File: src/hdl/lss_pkg.sv
// Shared types, constants and helpers for the literal substring scanner.
// Used by lss_matcher and the scanner top level; depends on nothing else.
package lss_pkg;

    localparam int NEEDLE_MAX     = 32;
    localparam int BYTE_W         = 8;
    localparam int WIN_W          = NEEDLE_MAX * BYTE_W;
    localparam int LEN_W          = 6;
    localparam int FILE_BYTES_MAX = 8388608;
    localparam int POS_W          = 24;
    localparam int OFS_W          = 23;
    localparam int LINE_W         = 24;
    localparam int LIMIT_W        = 16;
    localparam int LINE_RING      = NEEDLE_MAX + 1;
    localparam int SLOT_W         = 6;
    localparam int CFG_DW         = 64;
    localparam int CFG_AW         = 6;
    localparam int REG_IDX_W      = 3;

    localparam logic [BYTE_W-1:0]  LF_BYTE     = 8'h0A;
    localparam logic [LIMIT_W-1:0] LIMIT_RESET = 16'd500;

    // Register indexes (byte address is eight times the index).
    localparam logic [REG_IDX_W-1:0] REG_NEEDLE_0   = 3'd0;
    localparam logic [REG_IDX_W-1:0] REG_NEEDLE_1   = 3'd1;
    localparam logic [REG_IDX_W-1:0] REG_NEEDLE_2   = 3'd2;
    localparam logic [REG_IDX_W-1:0] REG_NEEDLE_3   = 3'd3;
    localparam logic [REG_IDX_W-1:0] REG_NEEDLE_LEN = 3'd4;
    localparam logic [REG_IDX_W-1:0] REG_FOLD_CASE  = 3'd5;
    localparam logic [REG_IDX_W-1:0] REG_MATCH_LIM  = 3'd6;

    typedef struct packed {
        logic             equal;
        logic [LEN_W-1:0] nl_count;
    } t_cmp;

    function automatic logic [BYTE_W-1:0] fold_byte(input logic [BYTE_W-1:0] b,
                                                    input logic fold);
        logic [BYTE_W-1:0] r;
        r = b;
        if (fold && b >= 8'h41 && b <= 8'h5A) begin
            r = b + 8'h20;
        end
        return r;
    endfunction

endpackage

File: src/hdl/lss_ram.sv
// Generic single-write, single-read RAM with a registered, read-first output.
// Stand-alone; no package needed.
module lss_ram #(
    parameter int WIDTH = 8,
    parameter int DEPTH = 16
) (
    input  logic                     i_clk,
    input  logic                     i_wr_en,
    input  logic [$clog2(DEPTH)-1:0] i_wr_addr,
    input  logic [WIDTH-1:0]         i_wr_data,
    input  logic                     i_rd_en,
    input  logic [$clog2(DEPTH)-1:0] i_rd_addr,
    output logic [WIDTH-1:0]         o_rd_data
);

    logic [WIDTH-1:0] r_mem [DEPTH];
    logic [WIDTH-1:0] r_rd_data;

    always_ff @(posedge i_clk) begin
        if (i_rd_en) begin
            r_rd_data <= r_mem[i_rd_addr];
        end
        if (i_wr_en) begin
            r_mem[i_wr_addr] <= i_wr_data;
        end
    end

    assign o_rd_data = r_rd_data;

endmodule

File: src/hdl/lss_matcher.sv
// Compares the shifted byte window with the configured needle and counts line
// feeds in the compared span. Depends on lss_pkg.
module lss_matcher import lss_pkg::*; (
    input  logic [WIN_W-1:0] i_window,
    input  logic [WIN_W-1:0] i_needle,
    input  logic [LEN_W-1:0] i_len,
    input  logic             i_fold,
    output t_cmp             o_cmp
);

    logic [WIN_W-1:0]      rev;
    logic [WIN_W-1:0]      aligned;
    logic [LEN_W-1:0]      shift_bytes;
    logic [LEN_W-1:0]      nl_count;
    logic [NEEDLE_MAX-1:0] lane_ok;

    // Reversing the needle and shifting it down by the unused length puts needle
    // byte len-1-j opposite window byte j, so the newest byte meets the last one.
    always_comb begin
        for (int i = 0; i < NEEDLE_MAX; i++) begin
            rev[BYTE_W*i +: BYTE_W] =
                fold_byte(i_needle[BYTE_W*(NEEDLE_MAX-1-i) +: BYTE_W], i_fold);
        end
        shift_bytes = LEN_W'(NEEDLE_MAX) - i_len;
        aligned     = rev >> {shift_bytes, 3'b000};
    end

    always_comb begin
        nl_count = '0;
        for (int j = 0; j < NEEDLE_MAX; j++) begin
            if (LEN_W'(j) >= i_len) begin
                lane_ok[j] = 1'b1;
            end else begin
                lane_ok[j] = fold_byte(i_window[BYTE_W*j +: BYTE_W], i_fold)
                             == aligned[BYTE_W*j +: BYTE_W];
                if (i_window[BYTE_W*j +: BYTE_W] == LF_BYTE) begin
                    nl_count = nl_count + LEN_W'(1);
                end
            end
        end
    end

    assign o_cmp.equal    = (&lane_ok) && (i_len != '0);
    assign o_cmp.nl_count = nl_count;

endmodule

File: src/hdl/literal_substring_scanner_unit.sv
// Top level of the literal substring scanner: input register, scan stage,
// result register and register file. Depends on lss_pkg, lss_matcher, lss_ram.
//
//  Channel   Handshake                Payload
//  --------  -----------------------  ---------------------------------------------
//  byte in   i_in_valid / o_in_ready  i_data_byte, i_end_of_file
//  match out o_out_valid/ i_out_ready o_match_offset, o_match_line,
//                                     o_match_line_start, o_limit_hit
//  config    psel/penable/pwrite      paddr, pwdata, prdata, pready (always high)
//
// One byte is taken every cycle unless the result stalls. A match goes from the input
// register through the scan stage to the result register; the scan outcome and the
// line start RAM read are registered at the same edge. Reset is synchronous and active
// low; it restores the register file and the per-file and global counters. A stalled
// result holds the whole pipeline, while the input register still takes one more byte.
module literal_substring_scanner_unit import lss_pkg::*; (
    input  logic                i_clk,
    input  logic                i_rst_n,
    // byte in
    input  logic                i_in_valid,
    output logic                o_in_ready,
    input  logic [BYTE_W-1:0]   i_data_byte,
    input  logic                i_end_of_file,
    // match out
    output logic                o_out_valid,
    input  logic                i_out_ready,
    output logic [OFS_W-1:0]    o_match_offset,
    output logic [LINE_W-1:0]   o_match_line,
    output logic [OFS_W-1:0]    o_match_line_start,
    output logic                o_limit_hit,
    // configuration
    input  logic                psel,
    input  logic                penable,
    input  logic                pwrite,
    input  logic [CFG_AW-1:0]   paddr,
    input  logic [CFG_DW-1:0]   pwdata,
    output logic [CFG_DW-1:0]   prdata,
    output logic                pready
);

    // Register file
    logic [WIN_W-1:0]     r_needle;
    logic [LEN_W-1:0]     r_needle_len;
    logic                 r_fold;
    logic [LIMIT_W-1:0]   r_limit;

    // Input register
    logic                 r_in_valid;
    logic [BYTE_W-1:0]    r_in_byte;
    logic                 r_in_eof;

    // Scan state
    logic [WIN_W-1:0]     r_window;
    logic [LEN_W-1:0]     r_fill;
    logic [POS_W-1:0]     r_pos;
    logic [POS_W-1:0]     r_next_start;
    logic [LINE_W-1:0]    r_line;
    logic [SLOT_W-1:0]    r_slot;
    logic [LIMIT_W-1:0]   r_total;

    // Result register
    logic                 r_out_valid;
    logic [OFS_W-1:0]     r_offset;
    logic [LINE_W-1:0]    r_match_line;
    logic                 r_first_line;
    logic                 r_limit_hit;

    logic                 cfg_wr;
    logic [REG_IDX_W-1:0] cfg_idx;
    logic                 en;
    logic                 step;
    logic                 active;
    logic                 is_lf;
    logic [LEN_W-1:0]     len_c;
    logic [WIN_W-1:0]     n_window;
    logic [LEN_W-1:0]     n_fill;
    logic [POS_W-1:0]     n_pos;
    logic [LINE_W-1:0]    n_line;
    logic [SLOT_W-1:0]    n_slot;
    logic [POS_W-1:0]     start;
    logic [LINE_W-1:0]    match_line;
    logic [SLOT_W:0]      slot_diff;
    logic [SLOT_W-1:0]    rd_slot;
    logic                 hit;
    logic [LIMIT_W:0]     total_inc;
    logic [OFS_W-1:0]     ram_q;
    t_cmp                 cmp;

    // ---------------- configuration port ----------------
    assign pready  = 1'b1;
    assign cfg_wr  = psel && penable && pwrite;
    assign cfg_idx = paddr[CFG_AW-1:3];

    always_ff @(posedge i_clk) begin
        if (!i_rst_n) begin
            r_needle     <= '0;
            r_needle_len <= '0;
            r_fold       <= 1'b1;
            r_limit      <= LIMIT_RESET;
        end else if (cfg_wr) begin
            case (cfg_idx)
                REG_NEEDLE_0:   r_needle[0*CFG_DW +: CFG_DW] <= pwdata;
                REG_NEEDLE_1:   r_needle[1*CFG_DW +: CFG_DW] <= pwdata;
                REG_NEEDLE_2:   r_needle[2*CFG_DW +: CFG_DW] <= pwdata;
                REG_NEEDLE_3:   r_needle[3*CFG_DW +: CFG_DW] <= pwdata;
                REG_NEEDLE_LEN: r_needle_len <= pwdata[LEN_W-1:0];
                REG_FOLD_CASE:  r_fold       <= pwdata[0];
                REG_MATCH_LIM:  r_limit      <= pwdata[LIMIT_W-1:0];
                default: ;
            endcase
        end
    end

    always_comb begin
        case (cfg_idx)
            REG_NEEDLE_0:   prdata = r_needle[0*CFG_DW +: CFG_DW];
            REG_NEEDLE_1:   prdata = r_needle[1*CFG_DW +: CFG_DW];
            REG_NEEDLE_2:   prdata = r_needle[2*CFG_DW +: CFG_DW];
            REG_NEEDLE_3:   prdata = r_needle[3*CFG_DW +: CFG_DW];
            REG_NEEDLE_LEN: prdata = CFG_DW'(r_needle_len);
            REG_FOLD_CASE:  prdata = CFG_DW'(r_fold);
            REG_MATCH_LIM:  prdata = CFG_DW'(r_limit);
            default:        prdata = '0;
        endcase
    end

    // ---------------- handshake ----------------
    assign en         = !r_out_valid || i_out_ready;
    assign o_in_ready = !r_in_valid || en;
    assign step       = en && r_in_valid;

    always_ff @(posedge i_clk) begin
        if (!i_rst_n) begin
            r_in_valid <= 1'b0;
        end else if (i_in_valid && o_in_ready) begin
            r_in_valid <= 1'b1;
        end else if (en) begin
            r_in_valid <= 1'b0;
        end
    end

    always_ff @(posedge i_clk) begin
        if (i_in_valid && o_in_ready) begin
            r_in_byte <= i_data_byte;
            r_in_eof  <= i_end_of_file;
        end
    end

    // ---------------- scan stage ----------------
    assign active = r_pos < POS_W'(FILE_BYTES_MAX);
    assign is_lf  = r_in_byte == LF_BYTE;
    assign len_c  = (r_needle_len > LEN_W'(NEEDLE_MAX)) ? LEN_W'(NEEDLE_MAX) : r_needle_len;

    always_comb begin
        n_window = {r_window[WIN_W-BYTE_W-1:0], r_in_byte};
        n_fill   = (r_fill == LEN_W'(NEEDLE_MAX)) ? r_fill : r_fill + LEN_W'(1);
        n_pos    = r_pos + POS_W'(1);
        n_line   = r_line + LINE_W'(is_lf);
        n_slot   = r_slot;
        if (is_lf) begin
            n_slot = (r_slot == SLOT_W'(LINE_RING - 1)) ? '0 : r_slot + SLOT_W'(1);
        end
    end

    lss_matcher u_matcher (
        .i_window (n_window),
        .i_needle (r_needle),
        .i_len    (len_c),
        .i_fold   (r_fold),
        .o_cmp    (cmp)
    );

    always_comb begin
        start      = n_pos - POS_W'(len_c);
        match_line = n_line - LINE_W'(cmp.nl_count);
        hit        = cmp.equal && (n_fill >= len_c) && (r_total < r_limit)
                     && (start >= r_next_start);
        total_inc  = {1'b0, r_total} + (LIMIT_W+1)'(1);
        // The matched line sits nl_count entries behind the current one in the ring.
        slot_diff  = {1'b0, n_slot} - {1'b0, cmp.nl_count};
        rd_slot    = slot_diff[SLOT_W] ? SLOT_W'(slot_diff + (SLOT_W+1)'(LINE_RING))
                                       : slot_diff[SLOT_W-1:0];
    end

    always_ff @(posedge i_clk) begin
        if (!i_rst_n) begin
            r_fill       <= '0;
            r_pos        <= '0;
            r_next_start <= '0;
            r_line       <= LINE_W'(1);
            r_slot       <= SLOT_W'(1);
            r_total      <= '0;
        end else if (step) begin
            if (active && hit) begin
                r_total <= total_inc[LIMIT_W-1:0];
            end
            if (r_in_eof) begin
                r_fill       <= '0;
                r_pos        <= '0;
                r_next_start <= '0;
                r_line       <= LINE_W'(1);
                r_slot       <= SLOT_W'(1);
            end else if (active) begin
                r_fill <= n_fill;
                r_pos  <= n_pos;
                r_line <= n_line;
                r_slot <= n_slot;
                if (hit) begin
                    r_next_start <= n_pos;
                end
            end
        end
    end

    // Bytes beyond the filled part never count toward a hit, so the window needs no clearing.
    always_ff @(posedge i_clk) begin
        if (step && active) begin
            r_window <= n_window;
        end
    end

    // Line start offsets, indexed by line number modulo the ring depth. Line one
    // always starts at zero and is never stored.
    lss_ram #(
        .WIDTH (OFS_W),
        .DEPTH (LINE_RING)
    ) u_line_ram (
        .i_clk     (i_clk),
        .i_wr_en   (step && active && is_lf),
        .i_wr_addr (n_slot),
        .i_wr_data (n_pos[OFS_W-1:0]),
        .i_rd_en   (en),
        .i_rd_addr (rd_slot),
        .o_rd_data (ram_q)
    );

    // ---------------- result register ----------------
    always_ff @(posedge i_clk) begin
        if (!i_rst_n) begin
            r_out_valid <= 1'b0;
        end else if (en) begin
            r_out_valid <= step && active && hit;
        end
    end

    always_ff @(posedge i_clk) begin
        if (en) begin
            r_offset     <= start[OFS_W-1:0];
            r_match_line <= match_line;
            r_first_line <= match_line == LINE_W'(1);
            r_limit_hit  <= total_inc >= {1'b0, r_limit};
        end
    end

    assign o_out_valid        = r_out_valid;
    assign o_match_offset     = r_offset;
    assign o_match_line       = r_match_line;
    assign o_match_line_start = r_first_line ? '0 : ram_q;
    assign o_limit_hit        = r_limit_hit;

endmodule
File: config.mk
export PLATFORM = sky130hd
export DESIGN_NAME = literal_substring_scanner_unit
export DESIGN_NICKNAME = d
export VERILOG_FILES = /design/src/hdl/lss_pkg.sv /design/src/hdl/lss_ram.sv /design/src/hdl/lss_matcher.sv /design/src/hdl/literal_substring_scanner_unit.sv
export SDC_FILE = /design/constraint.sdc
export NUM_CORES = 2
export LEC_CHECK = 0
export ABC_AREA = 1
export BUFFER_PORTS_ARGS = -buffer_cell sky130_fd_sc_hd__buf_4
export CAP_MARGIN = 20
export CELL_PAD_IN_SITES_DETAIL_PLACEMENT = 1
export CELL_PAD_IN_SITES_GLOBAL_PLACEMENT = 1
export CORE_MARGIN = 8
export CORE_UTILIZATION = 30
export DETAILED_ROUTE_END_ITERATION = 6
export PLACE_DENSITY_LB_ADDON = 0.1
export SLEW_MARGIN = 5
export SYNTH_ARGS = -nofsm -noshare
export SYNTH_HDL_FRONTEND = slang
export SYNTH_HIERARCHICAL = 1
export SYNTH_SLANG_ARGS = --single-unit
File: constraint.sdc
create_clock -name i_clk -period 26.6 [get_ports i_clk]
set_input_delay 3.99 -clock i_clk [delete_from_list [all_inputs] [get_ports i_clk]]
set_output_delay 3.99 -clock i_clk [all_outputs]
set_load 0.01 [all_outputs]
[Word-level counts from Yosys, hierarchy flattened]
Memories as Yosys holds them, arrays and structs flattened. A register that Yosys moved wholly into a read port is not among the register bits.
Cells that the tools add are included.
Storage, ports and cells
  register bits: 687
  RAM bits: 759
  input port bits: 86
  output and inout port bits: 138
  logic and storage cells: 742
  memories kept: 1
Operators by class
  add/sub/neg operators: 105
  $lt $le $gt $ge: 166
  eq/ne operators: 73
  shift operators: 1
  muxes and demuxes: 214
  reductions and logical operators: 160
Memories
  u_line_ram.r_mem: words 33, width 23, rd ports 1, clocked after memory_dff 1, wr ports 1, RTL line lss_ram.sv:16  | logic [WIDTH-1:0] r_mem [DEPTH];
Operators with widths (count)
  8-bit 2-to-1 mux: 96
  8-bit by 6-bit adder with 8-bit output, second input constant: 64
  8-bit by 7-bit greater-or-equal comparator with 1-bit output, second input constant: 64
  8-bit by 7-bit <= comparator with 1-bit output, second input constant: 64
  64-bit one-hot mux with 7 select lines: 1
  6-bit 2-to-1 mux: 72
  8-bit by 4-bit == test with 1-bit output, second input constant: 32
  8-bit == test: 32
  256-bit by 9-bit right shift with 256-bit output: 1
  6-bit by 1-bit adder with 6-bit output, second input constant: 33
  24-bit 2-to-1 mux: 7
  1-bit logical AND: 140
  5-bit by 6-bit greater-or-equal comparator with 1-bit output, first input constant: 16
  4-bit by 6-bit greater-or-equal comparator with 1-bit output, first input constant: 8
  24-bit by 6-bit subtractor with 24-bit output: 2
  1-bit 2-to-1 mux: 37
  32-bit AND reduction: 1
  24-bit by 1-bit adder with 24-bit output: 1
  24-bit by 1-bit adder with 24-bit output, second input constant: 1
  24-bit by 1-bit == test with 1-bit output, second input constant: 1
  24-bit greater-or-equal comparator: 1
  3-bit by 6-bit greater-or-equal comparator with 1-bit output, first input constant: 4
  24-bit less-than comparator, second input constant: 1
  23-bit 2-to-1 mux: 1
  other kinds (21): 39

[Longest topological paths before layout]
  word-level depth: 100
  gate-level depth with buffers: 141
  gate-level depth less buffers: 139

[Modules after synthesis]
Netlist, hierarchy kept.
By module, submodules not included
  lss_ram: times used 1, cells an instance 2588, area each 31547.8 µm², sequential area each 23482.5 µm²
  literal_substring_scanner_unit: times used 1, cells an instance 3369, area each 29617.2 µm², sequential area each 16816.1 µm²
  lss_matcher: times used 1, cells an instance 5367, area each 26739.4 µm², sequential area each 0.0 µm²

[Worst setup path before layout]
Ideal clock, no wire load.
  kind: reg2reg
  start: register r_needle_len[5]
  end: register u_line_ram.r_rd_data[14], in the netlist u_line_ram/o_rd_data[14], read port of u_line_ram.r_mem (data pin)
  setup time: 0.254 ns
  arrival time: 18.901 ns
  required time: 26.346 ns
  path slack: 7.445 ns
  stages on the path, launching flop included: 128
  buffers on the path: 8
  period minus slack after synthesis: 19.155 ns
  cells stage by stage: dfxtp_1 > clkbuf_1 > nor2_1 > clkbuf_1 > inv_1 > clkbuf_1 > clkbuf_1 > clkbuf_1 > clkbuf_1 > ha_1 > nand3_2 > nand3_1 > inv_1 > ha_1 > inv_1 > nand2_1 > nand2_1 > o21ai_1 > [... 92 more ...] > fa_1 > nand3_1 > nand2_1 > nand2_1 > nand2_1 > a21oi_1 > inv_1 > nor2_1 > xor2_1 > inv_1 > clkbuf_1 > buf_2 > nand3_1 > nand2_1 > nand2_1 > nand3_1 > nand3_1 > nand2_1
RTL lines
  start: declaration: RTL line literal_substring_scanner_unit.sv:43  | logic [LEN_W-1:0] r_needle_len;
  start signal: assignment: RTL line literal_substring_scanner_unit.sv:106  | REG_NEEDLE_LEN: r_needle_len <= pwdata[LEN_W-1:0];
  end: declaration: RTL line lss_ram.sv:17  | logic [WIDTH-1:0] r_rd_data;

==> results.yml <==
hold_path:
  holdPathStages: 0
  hp-start: "r_window[24]$_DFFE_PP_"
  min_path_type: "flip-flop to flip-flop"
critical_path:
  critical_path_class: "flip-flop to flip-flop"
  critPathMaxFanout: 60
  crit_required_ns: 27.20
  cp-startpoint: "r_needle_len[3]$_SDFFE_PN0P_"
  r2r_start: "r_needle_len[3]$_SDFFE_PN0P_"
  cpPeakStageDelay_ns: 0.71
  crit_slowest_cell: "buf_4"
  cp.arrival_ns: 24.01
  cp-start-kind: "flip-flop"
  end_kind: "flip-flop"
  reg2reg_depth: 126
  critical_path.most_common_cell: "nand2_1"
placement:
  dp_hpwl_um: 294000
  io_buffers: 219
  place_area_sq_mm: 0.0936
  globalplace.congestion: 0.999
layout:
  fill_cells: 35100
  multiInputGateArea_sq_mm: 0.0416
  mostFrequentLayoutCells: "nand2_1, nand3_1, nor2_1"
  layout.nets: 11600
  final_layout_size_suffix_gt1_frac: 0.0836
  layout-area-overhead-vs-synth_pct: 13.0
  final_core_util: 0.341
  fin_area_sq_mm: 0.0993
  final_common_cell: "nand2_1"
  seq_area_sq_mm: 0.0403
pwr:
  clkPwrFrac: 0.454
  p_sw_frac: 0.251
  seq_power_share: 0.470
  power.switching_mw: 1.33
  ir_worst_vdd_mv: 0.0498
  intPower_mw: 3.95
  power_density_mw_per_mm2: 53.1
  total_leakage_power_nw: 41.4
  p_total_mw: 5.27
  comb_power_share: 0.076
global_route:
  antenna_found_initial: 17
  overflow: 0
  grt_start_max_net_pins: 180
  grt_pass1_vias: 80400
  grt_pass1_wl_um: 577000
  grt_use_total: 0.250
logic_synthesis:
  syn_nets: 11600
  yosys_warnings: 6
  synth_edf_count: 1088
  synth_area_per_cell_sq_um: 7.76
  ys_seq_area_frac: 0.458
  async_reset_ff_frac: 0
  ys_seq_elements: 1469
  synth.cell_area_sq_mm: 0.0879
  ys_types: 76
  synth_flop_cell: "edfxtp_1"
  syn_inst: 11300
detailed_routing:
  vias_per_cell: 5.34
  drc: 0
  routed_wl_um: 403000
  wl_per_cell_um: 26.2
  antenna_left: 0
  via_count: 82000
  dr.pass1.iters: 6
  drt_iter0_drc: 7061
floorplan:
  die-area_sq_mm: 0.311
  start_util: 0.302
  die_w_um: 557
  die_h_um: 557
  rows: 198
  core_area_sq_mm: 0.291
  io_pins: 224
clock_network:
  h-tree-depth: 4
  cts_setup_buffers: 0
  cts.hold.buffers_added: 0
  clkTransAtPathRegs_ns: 0.06
  clockBufferDepth: 4
  cts.sinks: 1469
  cts-root-buf: "clkbuf_16"
  clock_latency_ns: 0.89
  cts_made_buffers: 179
  cts_resized: 0
  cts_tree: "built"
timing:
  setup_tns_ns: 0
  tightest_slew_ns: 1.32
  min_period_ns: 23.41
  setup_viol: 0
  rsz0062_at_grt: "no"
  drv_slew: 0
  finClkSkew_ns: 0.104
  maxSlewHeadroom: 0.108
  finalCritPeriodShare: 0.880
  fmax_mhz: 42.7
  hold_violations: 0
job:
  maxCapViolCount: 0
outcome:
  status: "finished clean"
metal layers:
metal  global-route usage  part of all wire  vias up
met3               0.0352             0.060      459
met1                0.373              0.49    41100
met4               0.0697             0.032        0
met2                0.374              0.42     2318
li1                     -                 -    38100
met5                    0                 0        -
final timing paths:
kind / to / slack (ns)
min: r_window[32]$_DFFE_PP_ / 0.44
max: u_line_ram/o_rd_data[18]$_DFFE_PP_ / 3.19
max reg2reg: u_line_ram/o_rd_data[18]$_DFFE_PP_ / 3.19
min reg2reg: r_window[32]$_DFFE_PP_ / 0.44
critical path, delay by kind of cell, from the launching register on:
family	cells	cell delay (ns)
AOI/OAI and AO/OA	18	2.72
xor gates and xnor gates	5	0.65
adders and majority gates	20	5.80
buffers and inverters	19	3.38
DFF	1	0.34
and+or+nand+nor	64	10.04
registers in the layout, summed over array words and instances (netlist names), 6 cells and up:
| name | flops |
|---|---|
| u_line_ram/r_mem | 759 |
| r_needle | 256 |
| r_window | 248 |
| o_match_line | 24 |
| r_line | 24 |
| r_next_start | 24 |
| r_pos | 24 |
| o_match_offset | 23 |
| u_line_ram/o_rd_data | 23 |
| r_limit | 16 |
| r_total | 16 |
| r_in_byte | 8 |
| r_fill | 6 |
| r_needle_len | 6 |
| r_slot | 6 |
synth_stat cells (10+ instances only):
cell | n | area (sq um)
edfxtp_1 | 1088 | 32700
a21oi_1 | 259 | 1300
a211oi_1 | 19 | 143
nor2_2 | 21 | 131
nand2_4 | 16 | 180
nand3_1 | 1232 | 6170
mux2i_1 | 127 | 1270
a31oi_1 | 23 | 144
a21o_1 | 11 | 82.6
nor4_1 | 68 | 425
o41ai_1 | 10 | 87.6
nor2_1 | 1155 | 4340
o21ai_0 | 1065 | 5330
buf_2 | 86 | 430
o21ai_1 | 12 | 60.1
inv_2 | 38 | 143
xnor2_1 | 63 | 552
nand2_1 | 3053 | 11500
a2111oi_0 | 13 | 114
buf_6 | 47 | 529
nor2_4 | 13 | 146
nand2_2 | 72 | 450
dfxtp_1 | 381 | 7630
nand3b_1 | 32 | 240
a32o_1 | 16 | 160
nand4_1 | 146 | 913
o2111ai_1 | 31 | 272
a221oi_1 | 16 | 140
o311ai_0 | 11 | 96.3
nand3_2 | 37 | 370
or2_2 | 42 | 263
xor2_1 | 181 | 1590
inv_1 | 986 | 3700
clkbuf_1 | 342 | 1280
o211ai_1 | 43 | 323
buf_1 | 78 | 293
ha_1 | 187 | 2340
o22ai_1 | 28 | 175
o21bai_1 | 23 | 173
nor3_1 | 137 | 686
cell type report:
class,instances,area share
inverter,1029,0.0395
sequential,1469,0.406
clock inverter,88,0.00747
clock buffer,226,0.0485
tap,3900,0.0491
antenna,8,0.000202
timing repair buffer,381,0.0308
multi-input combinational,8265,0.419
cell families after synthesis:
group                      after synthesis  share of synthesized area
adders and majority gates              190                     0.0273
AOI/OAI and AO/OA                     1644                      0.104
DFF                                   1469                      0.458
buffers and inverters                 1590                     0.0737
and+or+nand+nor                       6056                      0.297
other                                    1                  0.0000427
muxes                                  127                     0.0145
xor gates and xnor gates               247                     0.0251
power by group through the flow:
stage          clock [mW]  combinational (mW)  sequential [mW]
2_1_floorplan           0               0.227             2.52
3_3_place_gp            0               0.388             2.52
3_5_place_dp            0               0.394             2.53
4_1_cts              2.46               0.396             2.48
5_1_grt              2.53               0.429             2.48
6_report             2.39               0.401             2.48
metrics by stage:
step / setup WS, ns / cells / hold WS, ns
after floorplan: 7.44 / 11300 / 0.426
final: 3.19 / 15400 / 0.443
after detailed placement: 3.19 / 15000 / 0.436
after CTS: 3.15 / 15300 / 0.445
after global placement: 3.38 / 15000 / 0.432
after global routing: 1.42 / 15400 / 0.464
Note: power is estimated with default switching activity, not from simulation.
